## src/sv/gtlw_pkg.sv

```systemverilog
`default_nettype none

package gtlw_pkg;

    localparam int MAX_LINE    = 48;
    localparam int STORE_DEPTH = MAX_LINE + 1;
    localparam int ADDR_W      = $clog2(STORE_DEPTH);
    localparam int LIMIT_W     = $clog2(MAX_LINE + 2);

    localparam logic [7:0] CH_SPACE   = 8'h20;
    localparam logic [7:0] CH_NEWLINE = 8'h0a;

    // font size codes with a divisor of their own
    localparam logic [7:0] FONT_SMALL = 8'd10;
    localparam logic [7:0] FONT_MID   = 8'd20;
    localparam logic [7:0] FONT_BIG   = 8'd30;

    // configuration register indexes
    localparam logic REG_BOX_WIDTH = 1'b0;
    localparam logic REG_FONT_SIZE = 1'b1;

    localparam logic [11:0] BOX_WIDTH_RESET = 12'd400;
    localparam logic [7:0]  FONT_SIZE_RESET = 8'd10;

    // x / 5 = (x * 1639) >> 13, exact for x below 2048
    localparam logic [10:0] RECIP_FIVE = 11'd1639;
    localparam int          RECIP_SHIFT = 13;

    // Line limit: box / 10, 20, 16 or 40, saturated at MAX_LINE.
    // Divisors 10, 20 and 40 are a shift followed by a divide by five.
    function automatic logic [LIMIT_W-1:0] calc_limit(input logic [11:0] box,
                                                     input logic [7:0]  font);
        logic [10:0] y;
        logic [21:0] prod;
        logic [11:0] q;
        case (font)
            FONT_SMALL: y = box[11:1];
            FONT_MID:   y = {1'b0, box[11:2]};
            default:    y = {2'b0, box[11:3]};
        endcase
        prod = 22'(y) * 22'(RECIP_FIVE);
        q = 12'(prod >> RECIP_SHIFT);
        if (font == FONT_BIG)
        begin
            q = {4'b0, box[11:4]};
        end
        if (q > 12'(MAX_LINE))
        begin
            calc_limit = LIMIT_W'(MAX_LINE);
        end
        else
        begin
            calc_limit = q[LIMIT_W-1:0];
        end
    endfunction

endpackage

`default_nettype wire

```

## src/sv/gtlw_ram.sv

```systemverilog
`default_nettype none

module gtlw_ram #(
    parameter int WIDTH = 8,
    parameter int DEPTH = 49
) (
    input  wire logic                     clk,
    input  wire logic                     wr_en,
    input  wire logic [$clog2(DEPTH)-1:0] wr_addr,
    input  wire logic [WIDTH-1:0]         wr_data,
    input  wire logic                     rd_en,
    input  wire logic [$clog2(DEPTH)-1:0] rd_addr,
    output logic      [WIDTH-1:0]         rd_data
);

    logic [WIDTH-1:0] mem [DEPTH];

    always_ff @(posedge clk)
    begin
        if (wr_en)
        begin
            mem[wr_addr] <= wr_data;
        end
        if (rd_en)
        begin
            rd_data <= mem[rd_addr];
        end
    end

endmodule

`default_nettype wire

```

## src/sv/greedy_text_line_wrapper.sv

```systemverilog
`default_nettype none

// Channel   | direction | handshake        | content
// s_*       | in        | tvalid / tready  | tdata = text byte, tlast = end of text
// m_*       | out       | tvalid / tready  | tdata = wrapped byte, tlast = last word of
//           |           |                  | the input, tuser = last word of the string
// cfg_*     | in        | valid / ready    | index 0 box width, index 1 font size
//
// An input passes through accept, one step and finish, and through a break as well when a break follows
// a counted character. Releasing a held word reads and sends each of its characters, sends each break
// inside it and ends with a closing check; the end of the string releases it from the finish step.
// A one-word holding stage keeps the last word back until the item is finished, so that its
// tlast can be set; a sink that holds off stalls any cycle that sends a word.
// Reset (rst_n low, asynchronous) clears all control state; the store needs none.

module greedy_text_line_wrapper (
    input  wire logic        clk,
    input  wire logic        rst_n,
    input  wire logic        s_tvalid,
    output logic             s_tready,
    input  wire logic [7:0]  s_tdata,   // [7:0] text_byte
    input  wire logic        s_tlast,   // end_of_text
    output logic             m_tvalid,
    input  wire logic        m_tready,
    output logic      [7:0]  m_tdata,   // [7:0] wrapped_byte
    output logic             m_tlast,   // run_last
    output logic             m_tuser,   // [0] text_done
    input  wire logic        cfg_valid,
    output logic             cfg_ready,
    input  wire logic        cfg_index,
    input  wire logic [11:0] cfg_data
);

    localparam int AW = gtlw_pkg::ADDR_W;
    localparam int LW = gtlw_pkg::LIMIT_W;

    typedef enum logic [3:0] {
        ST_IDLE,
        ST_CHECK,
        ST_NORMAL,
        ST_BREAK,
        ST_FLUSH_RD,
        ST_FLUSH_CH,
        ST_FLUSH_NL,
        ST_END
    } state_t;

    state_t      state_reg, state_next;
    logic [11:0] box_reg, box_next;
    logic [7:0]  font_reg, font_next;
    logic [7:0]  b_reg, b_next;
    logic        eot_reg, eot_next;
    logic        in_text_reg, in_text_next;
    logic [LW-1:0] limit_reg, limit_next;
    logic [LW-1:0] cl_reg, cl_next;
    logic        sp_reg, sp_next;
    logic [AW-1:0] wc_reg, wc_next;
    logic [AW-1:0] idx_reg, idx_next;
    logic        after_normal_reg, after_normal_next;
    logic        hold_valid_reg, hold_valid_next;
    logic [7:0]  hold_byte_reg, hold_byte_next;
    logic        out_valid_reg, out_valid_next;
    logic [7:0]  out_byte_reg, out_byte_next;
    logic        out_last_reg, out_last_next;
    logic        out_done_reg, out_done_next;

    logic        out_free;
    logic        can_emit;
    logic        emit_req;
    logic [7:0]  emit_byte;
    logic        fin_go;
    logic        ram_wr_en;
    logic [AW-1:0] ram_wr_addr;
    logic        ram_rd_en;
    logic [7:0]  ram_rd_data;
    logic        sp_eff;
    logic [AW-1:0] wc_eff;
    logic        is_sep;
    logic [LW-1:0] cl_inc;
    logic [AW:0] word_span;

    gtlw_ram #(
        .WIDTH(8),
        .DEPTH(gtlw_pkg::STORE_DEPTH)
    ) u_word_store (
        .clk    (clk),
        .wr_en  (ram_wr_en),
        .wr_addr(ram_wr_addr),
        .wr_data(b_next),
        .rd_en  (ram_rd_en),
        .rd_addr(idx_reg),
        .rd_data(ram_rd_data)
    );

    assign s_tready  = (state_reg == ST_IDLE);
    assign cfg_ready = 1'b1;
    assign m_tvalid  = out_valid_reg;
    assign m_tdata   = out_byte_reg;
    assign m_tlast   = out_last_reg;
    assign m_tuser   = out_done_reg;

    assign out_free  = !out_valid_reg || m_tready;
    assign can_emit  = !hold_valid_reg || out_free;
    assign sp_eff    = in_text_reg && sp_reg;
    assign wc_eff    = in_text_reg ? wc_reg : '0;
    assign is_sep    = (s_tdata == gtlw_pkg::CH_SPACE) || (s_tdata == gtlw_pkg::CH_NEWLINE);
    assign cl_inc    = cl_reg + LW'(1);
    assign word_span = (AW+1)'(wc_reg) + (AW+1)'(cl_reg);

    always_comb
    begin
        state_next        = state_reg;
        box_next          = box_reg;
        font_next         = font_reg;
        b_next            = b_reg;
        eot_next          = eot_reg;
        in_text_next      = in_text_reg;
        limit_next        = limit_reg;
        cl_next           = cl_reg;
        sp_next           = sp_reg;
        wc_next           = wc_reg;
        idx_next          = idx_reg;
        after_normal_next = after_normal_reg;
        hold_valid_next   = hold_valid_reg;
        hold_byte_next    = hold_byte_reg;
        out_valid_next    = out_valid_reg && !m_tready;
        out_byte_next     = out_byte_reg;
        out_last_next     = out_last_reg;
        out_done_next     = out_done_reg;
        emit_req          = 1'b0;
        emit_byte         = gtlw_pkg::CH_NEWLINE;
        fin_go            = 1'b0;
        ram_wr_en         = 1'b0;
        ram_wr_addr       = wc_eff;
        ram_rd_en         = 1'b0;

        if (cfg_valid)
        begin
            unique case (cfg_index)
                gtlw_pkg::REG_BOX_WIDTH: box_next = cfg_data;
                gtlw_pkg::REG_FONT_SIZE: font_next = cfg_data[7:0];
                default: ;
            endcase
        end

        unique case (state_reg)
            ST_IDLE:
            begin
                if (s_tvalid)
                begin
                    b_next       = s_tdata;
                    eot_next     = s_tlast;
                    in_text_next = 1'b1;
                    if (!in_text_reg)
                    begin
                        limit_next = gtlw_pkg::calc_limit(box_reg, font_reg);
                        cl_next    = '0;
                        sp_next    = 1'b0;
                        wc_next    = '0;
                    end
                    if (sp_eff && !is_sep)
                    begin
                        // hold the character in the word store while it has room
                        if (wc_eff < AW'(gtlw_pkg::STORE_DEPTH))
                        begin
                            ram_wr_en = 1'b1;
                            wc_next   = wc_eff + AW'(1);
                        end
                        state_next = ST_CHECK;
                    end
                    else if (sp_eff)
                    begin
                        idx_next          = '0;
                        after_normal_next = 1'b1;
                        state_next        = ST_FLUSH_RD;
                    end
                    else
                    begin
                        state_next = ST_NORMAL;
                    end
                end
            end

            ST_CHECK:
            begin
                if (word_span > (AW+1)'(limit_reg))
                begin
                    // word no longer fits: break, then release it
                    emit_req = 1'b1;
                    if (can_emit)
                    begin
                        cl_next           = '0;
                        idx_next          = '0;
                        after_normal_next = 1'b0;
                        state_next        = ST_FLUSH_RD;
                    end
                end
                else
                begin
                    state_next = ST_END;
                end
            end

            ST_FLUSH_RD:
            begin
                if (idx_reg == wc_reg)
                begin
                    wc_next    = '0;
                    sp_next    = 1'b0;
                    state_next = after_normal_reg ? ST_NORMAL : ST_END;
                end
                else
                begin
                    ram_rd_en  = 1'b1;
                    state_next = ST_FLUSH_CH;
                end
            end

            ST_FLUSH_CH:
            begin
                emit_req  = 1'b1;
                emit_byte = ram_rd_data;
                if (can_emit)
                begin
                    cl_next = cl_inc;
                    if (cl_inc > limit_reg)
                    begin
                        state_next = ST_FLUSH_NL;
                    end
                    else
                    begin
                        idx_next   = idx_reg + AW'(1);
                        state_next = ST_FLUSH_RD;
                    end
                end
            end

            ST_FLUSH_NL:
            begin
                emit_req = 1'b1;
                if (can_emit)
                begin
                    cl_next    = '0;
                    idx_next   = idx_reg + AW'(1);
                    state_next = ST_FLUSH_RD;
                end
            end

            ST_NORMAL:
            begin
                emit_req  = 1'b1;
                emit_byte = b_reg;
                if (can_emit)
                begin
                    if (b_reg == gtlw_pkg::CH_NEWLINE)
                    begin
                        cl_next    = '0;
                        state_next = ST_END;
                    end
                    else if (b_reg == gtlw_pkg::CH_SPACE)
                    begin
                        sp_next    = 1'b1;
                        wc_next    = '0;
                        state_next = (cl_reg > limit_reg) ? ST_BREAK : ST_END;
                    end
                    else
                    begin
                        cl_next    = cl_inc;
                        state_next = (cl_inc > limit_reg) ? ST_BREAK : ST_END;
                    end
                end
            end

            ST_BREAK:
            begin
                emit_req = 1'b1;
                if (can_emit)
                begin
                    cl_next    = '0;
                    state_next = ST_END;
                end
            end

            ST_END:
            begin
                if (eot_reg && sp_reg)
                begin
                    // end of string releases the held word without a break
                    idx_next          = '0;
                    after_normal_next = 1'b0;
                    state_next        = ST_FLUSH_RD;
                end
                else if (!hold_valid_reg || out_free)
                begin
                    fin_go = hold_valid_reg;
                    if (eot_reg)
                    begin
                        in_text_next = 1'b0;
                        cl_next      = '0;
                        sp_next      = 1'b0;
                        wc_next      = '0;
                    end
                    state_next = ST_IDLE;
                end
            end

            default:
            begin
                state_next = ST_IDLE;
            end
        endcase

        // advance the holding stage into the output register
        if (emit_req && can_emit)
        begin
            if (hold_valid_reg)
            begin
                out_valid_next = 1'b1;
                out_byte_next  = hold_byte_reg;
                out_last_next  = 1'b0;
                out_done_next  = 1'b0;
            end
            hold_valid_next = 1'b1;
            hold_byte_next  = emit_byte;
        end

        if (fin_go)
        begin
            out_valid_next  = 1'b1;
            out_byte_next   = hold_byte_reg;
            out_last_next   = 1'b1;
            out_done_next   = eot_reg;
            hold_valid_next = 1'b0;
        end
    end

    always_ff @(posedge clk or negedge rst_n)
    begin
        if (!rst_n)
        begin
            state_reg        <= ST_IDLE;
            box_reg          <= gtlw_pkg::BOX_WIDTH_RESET;
            font_reg         <= gtlw_pkg::FONT_SIZE_RESET;
            b_reg            <= '0;
            eot_reg          <= 1'b0;
            in_text_reg      <= 1'b0;
            limit_reg        <= '0;
            cl_reg           <= '0;
            sp_reg           <= 1'b0;
            wc_reg           <= '0;
            idx_reg          <= '0;
            after_normal_reg <= 1'b0;
            hold_valid_reg   <= 1'b0;
            hold_byte_reg    <= '0;
            out_valid_reg    <= 1'b0;
            out_byte_reg     <= '0;
            out_last_reg     <= 1'b0;
            out_done_reg     <= 1'b0;
        end
        else
        begin
            state_reg        <= state_next;
            box_reg          <= box_next;
            font_reg         <= font_next;
            b_reg            <= b_next;
            eot_reg          <= eot_next;
            in_text_reg      <= in_text_next;
            limit_reg        <= limit_next;
            cl_reg           <= cl_next;
            sp_reg           <= sp_next;
            wc_reg           <= wc_next;
            idx_reg          <= idx_next;
            after_normal_reg <= after_normal_next;
            hold_valid_reg   <= hold_valid_next;
            hold_byte_reg    <= hold_byte_next;
            out_valid_reg    <= out_valid_next;
            out_byte_reg     <= out_byte_next;
            out_last_reg     <= out_last_next;
            out_done_reg     <= out_done_next;
        end
    end

endmodule

`default_nettype wire
```

## config.mk

```make
export PLATFORM = sky130hd
export DESIGN_NAME = greedy_text_line_wrapper
export DESIGN_NICKNAME = d
export VERILOG_FILES = /design/src/sv/gtlw_pkg.sv /design/src/sv/gtlw_ram.sv /design/src/sv/greedy_text_line_wrapper.sv
export SDC_FILE = /design/constraint.sdc
export NUM_CORES = 1
export LEC_CHECK = 0
export ABC_AREA = 1
export BUFFER_PORTS_ARGS = -buffer_cell sky130_fd_sc_hd__buf_4
export CORE_MARGIN = 8
export CORE_UTILIZATION = 60
export DETAILED_ROUTE_END_ITERATION = 16
export HOLD_SLACK_MARGIN = 0.06
export PLACE_DENSITY = 0.83
export SETUP_SLACK_MARGIN = 0.05
export SYNTH_ARGS = -nofsm -noshare
export SYNTH_HDL_FRONTEND = slang
export SYNTH_SLANG_ARGS = --single-unit
```

## constraint.sdc

```tcl
create_clock -name clk -period 18 [get_ports clk]
set_clock_uncertainty 0.15 [all_clocks]
set_input_delay 1.8 -clock clk [delete_from_list [all_inputs] [get_ports clk]]
set_output_delay 1.8 -clock clk [all_outputs]
set_load 0.05 [all_outputs]
```

==> flow_summary.rst <==
.. list-table::
   :header-rows: 1

   * - Metric
     - Value
   * - Met3 track utilization from global routing
     - 0.05028
   * - Largest stage delay on the critical path
     - 0.54 ns
   * - Slew of the pin with the lowest slew margin
     - 1.226 ns
   * - Layer carrying the most global-route usage
     - met2
   * - Post-placement setup slack
     - 11.65 ns
   * - Flip-flop and latch count after synthesis
     - 479
   * - CTS Root Cell
     - sky130_fd_sc_hd__clkbuf_16
   * - Share of layout cells above drive strength 1
     - 0.08831
   * - Number of hold buffers added after cts
     - 0
   * - Aggregate negative setup slack
     - 0 ns
   * - Maximum clock insertion buffer count
     - 3
   * - Vias after detailed routing
     - 17190
   * - Global-route total usage across every layer
     - 0.2536
   * - Number of nets in the synthesized netlist
     - 2383
   * - Maximum VDD drop
     - 0.09503 mV
   * - Final worst slack
     - 11.60 ns
   * - Number of non-filler instances in the completed layout
     - 2796
   * - Power density normalized to cell area
     - 154.6 mW/mm2
   * - GRT overflow
     - 0
   * - DRC violation count after routing
     - 0
   * - Fmax
     - 156.3 MHz
   * - Number of routed nets with antenna violations
     - 0
   * - Critical path data arrival time
     - 6.75 ns
   * - Core Rows
     - 72
   * - Routing usage on met1
     - 0.3429
   * - Max-cap check violation count
     - 0
   * - Count of pins on the block boundary
     - 40
   * - Starting utilization of the core area
     - 0.6065
   * - Final Setup Violations
     - 0
   * - Run status
     - finished, final reports clean
   * - Pin count of the biggest net entering global routing
     - 114
   * - Core box area
     - 0.03865 mm2
   * - Synthesized area divided by synthesized cell count
     - 10.53 um2
   * - Prevailing post-synth register cell
     - sky130_fd_sc_hd__edfxtp_1
   * - Leading cell types in the layout, fill and taps excluded
     - sky130_fd_sc_hd__edfxtp_1, sky130_fd_sc_hd__nand2_1, sky130_fd_sc_hd__nor2_1
   * - # H-tree levels
     - 2
   * - Kind of critical path
     - reg -> reg
   * - Final critical path time including I/O delays and setup
     - 6.400 ns
   * - Drt wl/cell
     - 20.62 um
   * - Number of distinct library cell variants in the gate-level netlist after synthesis
     - 56
   * - HP Class
     - reg -> reg
   * - Clock network latency to the later pin of the worst-skew pair
     - 0.57 ns
   * - Max transition margin
     - 0.1766
   * - Post-detailed-route via-to-cell ratio
     - 6.148
   * - Final Max Tran Viols
     - 0
   * - Number of I/O port buffers
     - 38
   * - Net count, final
     - 2395
   * - Die X
     - 213.7 um
   * - Most used cell, CP
     - sky130_fd_sc_hd__nand2_1
   * - Initial antenna violation count
     - 3
   * - Number of clock sinks seen by CTS
     - 479
   * - Drt first pass iters
     - 9
   * - Clock Pin Slew Worst Setup and Hold Paths
     - 0.06 ns
   * - Floorplan die area
     - 0.04565 mm2
   * - Worst-path cell with the longest stage delay
     - sky130_fd_sc_hd__dfstp_2
   * - Max reg flops
     - 392
   * - Critical path fanouts, max
     - 10
   * - Leak pwr
     - 0.01025 uW
   * - Period utilization
     - 0.3556
   * - Number of DRC violations after detailed-routing iteration 0
     - 2509
   * - Vias in the first global route
     - 16800
   * - Final Hold Violating Endpoints
     - 0
   * - Total instance count after detailed placement
     - 2708
   * - Commonest non-fill, non-tap cell in the layout
     - sky130_fd_sc_hd__edfxtp_1
   * - Category of the worst setup path capture point
     - register
   * - Half-perimeter wire length of the detailed placement result
     - 37.05 mm
   * - Final weighted congestion in routability-driven placement
     - 0.9226
   * - Warnings, synthesis
     - 0
   * - Number of enable-type register cells in the synthesized netlist
     - 400
   * - Area growth syn-to-layout
     - 9.917%
   * - Count of buffers added by post-CTS timing repair for setup
     - 0
   * - Cells after Synth
     - 2226
   * - Crit start category
     - register
   * - Critical path data required time
     - 18.35 ns
   * - Quantity of gates resized following cts
     - 0
   * - Detailed Route WL
     - 57.65 mm
   * - Setup repair after global routing missed its margin
     - no
   * - Met2 Use GR
     - 0.4139
   * - Number of buffers created by CTS
     - 46
   * - Portion of the post-synthesis area used by sequential elements
     - 0.5970
   * - Clock tree from TritonCTS
     - done
   * - Global-route wire length before repair
     - 91.00 mm
   * - Asr flop ratio synth
     - 0.1649
   * - Die height
     - 213.7 um
   * - Cell area after technology mapping
     - 0.02344 mm2
cell type report:
type / count / area, um2
Sequential cell: 479 / 14000
Clock buffer: 51 / 1191
Antenna cell: 2 / 5.005
Tap cell: 518 / 648.1
Inverter: 228 / 863.3
Fill cell: 2707 / 12880
Multi-Input combinational cell: 1427 / 8267
Clock inverter: 35 / 371.6
Timing Repair Buffer: 56 / 420.4
cell usage after synthesis, types with 13 or more instances:
| cell | number | area share |
|---|---|---|
| sky130_fd_sc_hd__a21oi_1 | 45 | 0.0096 |
| sky130_fd_sc_hd__o21ai_1 | 16 | 0.0034 |
| sky130_fd_sc_hd__xor2_1 | 16 | 0.0060 |
| sky130_fd_sc_hd__o22ai_1 | 60 | 0.016 |
| sky130_fd_sc_hd__edfxtp_1 | 400 | 0.51 |
| sky130_fd_sc_hd__o221ai_1 | 45 | 0.017 |
| sky130_fd_sc_hd__dfrtp_1 | 74 | 0.079 |
| sky130_fd_sc_hd__nor2_1 | 315 | 0.050 |
| sky130_fd_sc_hd__nand4_1 | 36 | 0.0096 |
| sky130_fd_sc_hd__inv_1 | 209 | 0.033 |
| sky130_fd_sc_hd__nand2_1 | 356 | 0.057 |
| sky130_fd_sc_hd__fa_1 | 35 | 0.030 |
| sky130_fd_sc_hd__ha_1 | 95 | 0.051 |
| sky130_fd_sc_hd__nand3_1 | 66 | 0.014 |
| sky130_fd_sc_hd__o21ai_0 | 239 | 0.051 |
| sky130_fd_sc_hd__clkbuf_1 | 65 | 0.010 |
| sky130_fd_sc_hd__inv_2 | 13 | 0.0021 |
| sky130_fd_sc_hd__buf_2 | 19 | 0.0041 |
| sky130_fd_sc_hd__o211ai_1 | 18 | 0.0058 |
critical path: cells and delay by family, from the launching register on:
kind	cells	cell delay, ns
and+or+nand+nor	15	2.05
buffers and inverters	7	0.48
AOI/OAI and AO/OA	2	0.44
adders and majority gates	6	2.67
DFF	1	0.54
stage by stage:
step           total power (uW)  hold WS (ns)    util  area (um2)
2_1_floorplan              2545        0.2922       -       23440
3_3_place_gp               2927        0.3039  0.6261       24200
3_5_place_dp               2974        0.3007  0.6261       24200
4_1_cts                    3969        0.3142  0.6666       25760
5_1_grt                    4232        0.3477  0.6666       25760
6_report                   3984        0.3189  0.6667       25770
where the power goes:
part           internal, uW  switching (uW)  leakage, uW  total (uW)
Sequential             1400            44.3      0.00463        1440
Clock                   570             428     0.000756         998
Combinational           458            1080      0.00486        1540
path summary, 6_finish.rpt:
path / startpoint / end / slack [ns] / cells past startpoint
worst max-delay path: font_reg[3]$_DFFE_PN1P_ / limit_reg[3]$_DFFE_PN0P_ / 11.60 / 30
worst max register to register: font_reg[3]$_DFFE_PN1P_ / limit_reg[3]$_DFFE_PN0P_ / 11.60 / 30
worst min-delay path: hold_byte_reg[5]$_DFFE_PN0P_ / m_tdata[5]$_DFFE_PN0P_ / 0.32 / 2
min in group asynchronous: rst_n / box_reg[3]$_DFFE_PN0P_ / 0.91 / 1
worst min register to register: hold_byte_reg[5]$_DFFE_PN0P_ / m_tdata[5]$_DFFE_PN0P_ / 0.32 / 2
max in group asynchronous: rst_n / idx_reg[0]$_DFFE_PN0P_ / 15.64 / 2
per-layer routing:
metal,share of wire,vias up
met1,0.39,8182
met3,0.10,151
met5,0.00064,-
met4,0.026,2
li1,-,7765
met2,0.48,1089
cells by family after synthesis:
| group | after synthesis | share of synthesized area |
|---|---|---|
| adder cells (fa/ha/maj) | 130 | 0.08060 |
| flip-flops | 479 | 0.5970 |
| buffers and inverters | 320 | 0.05418 |
| AO/OA/AOI/OAI | 443 | 0.1101 |
| other | 2 | 0.0003204 |
| XOR/XNOR | 20 | 0.007472 |
| AND/OR/NAND/NOR | 831 | 0.1499 |
| multiplexers | 1 | 0.0004270 |
Power figures use the tool's default switching activity.
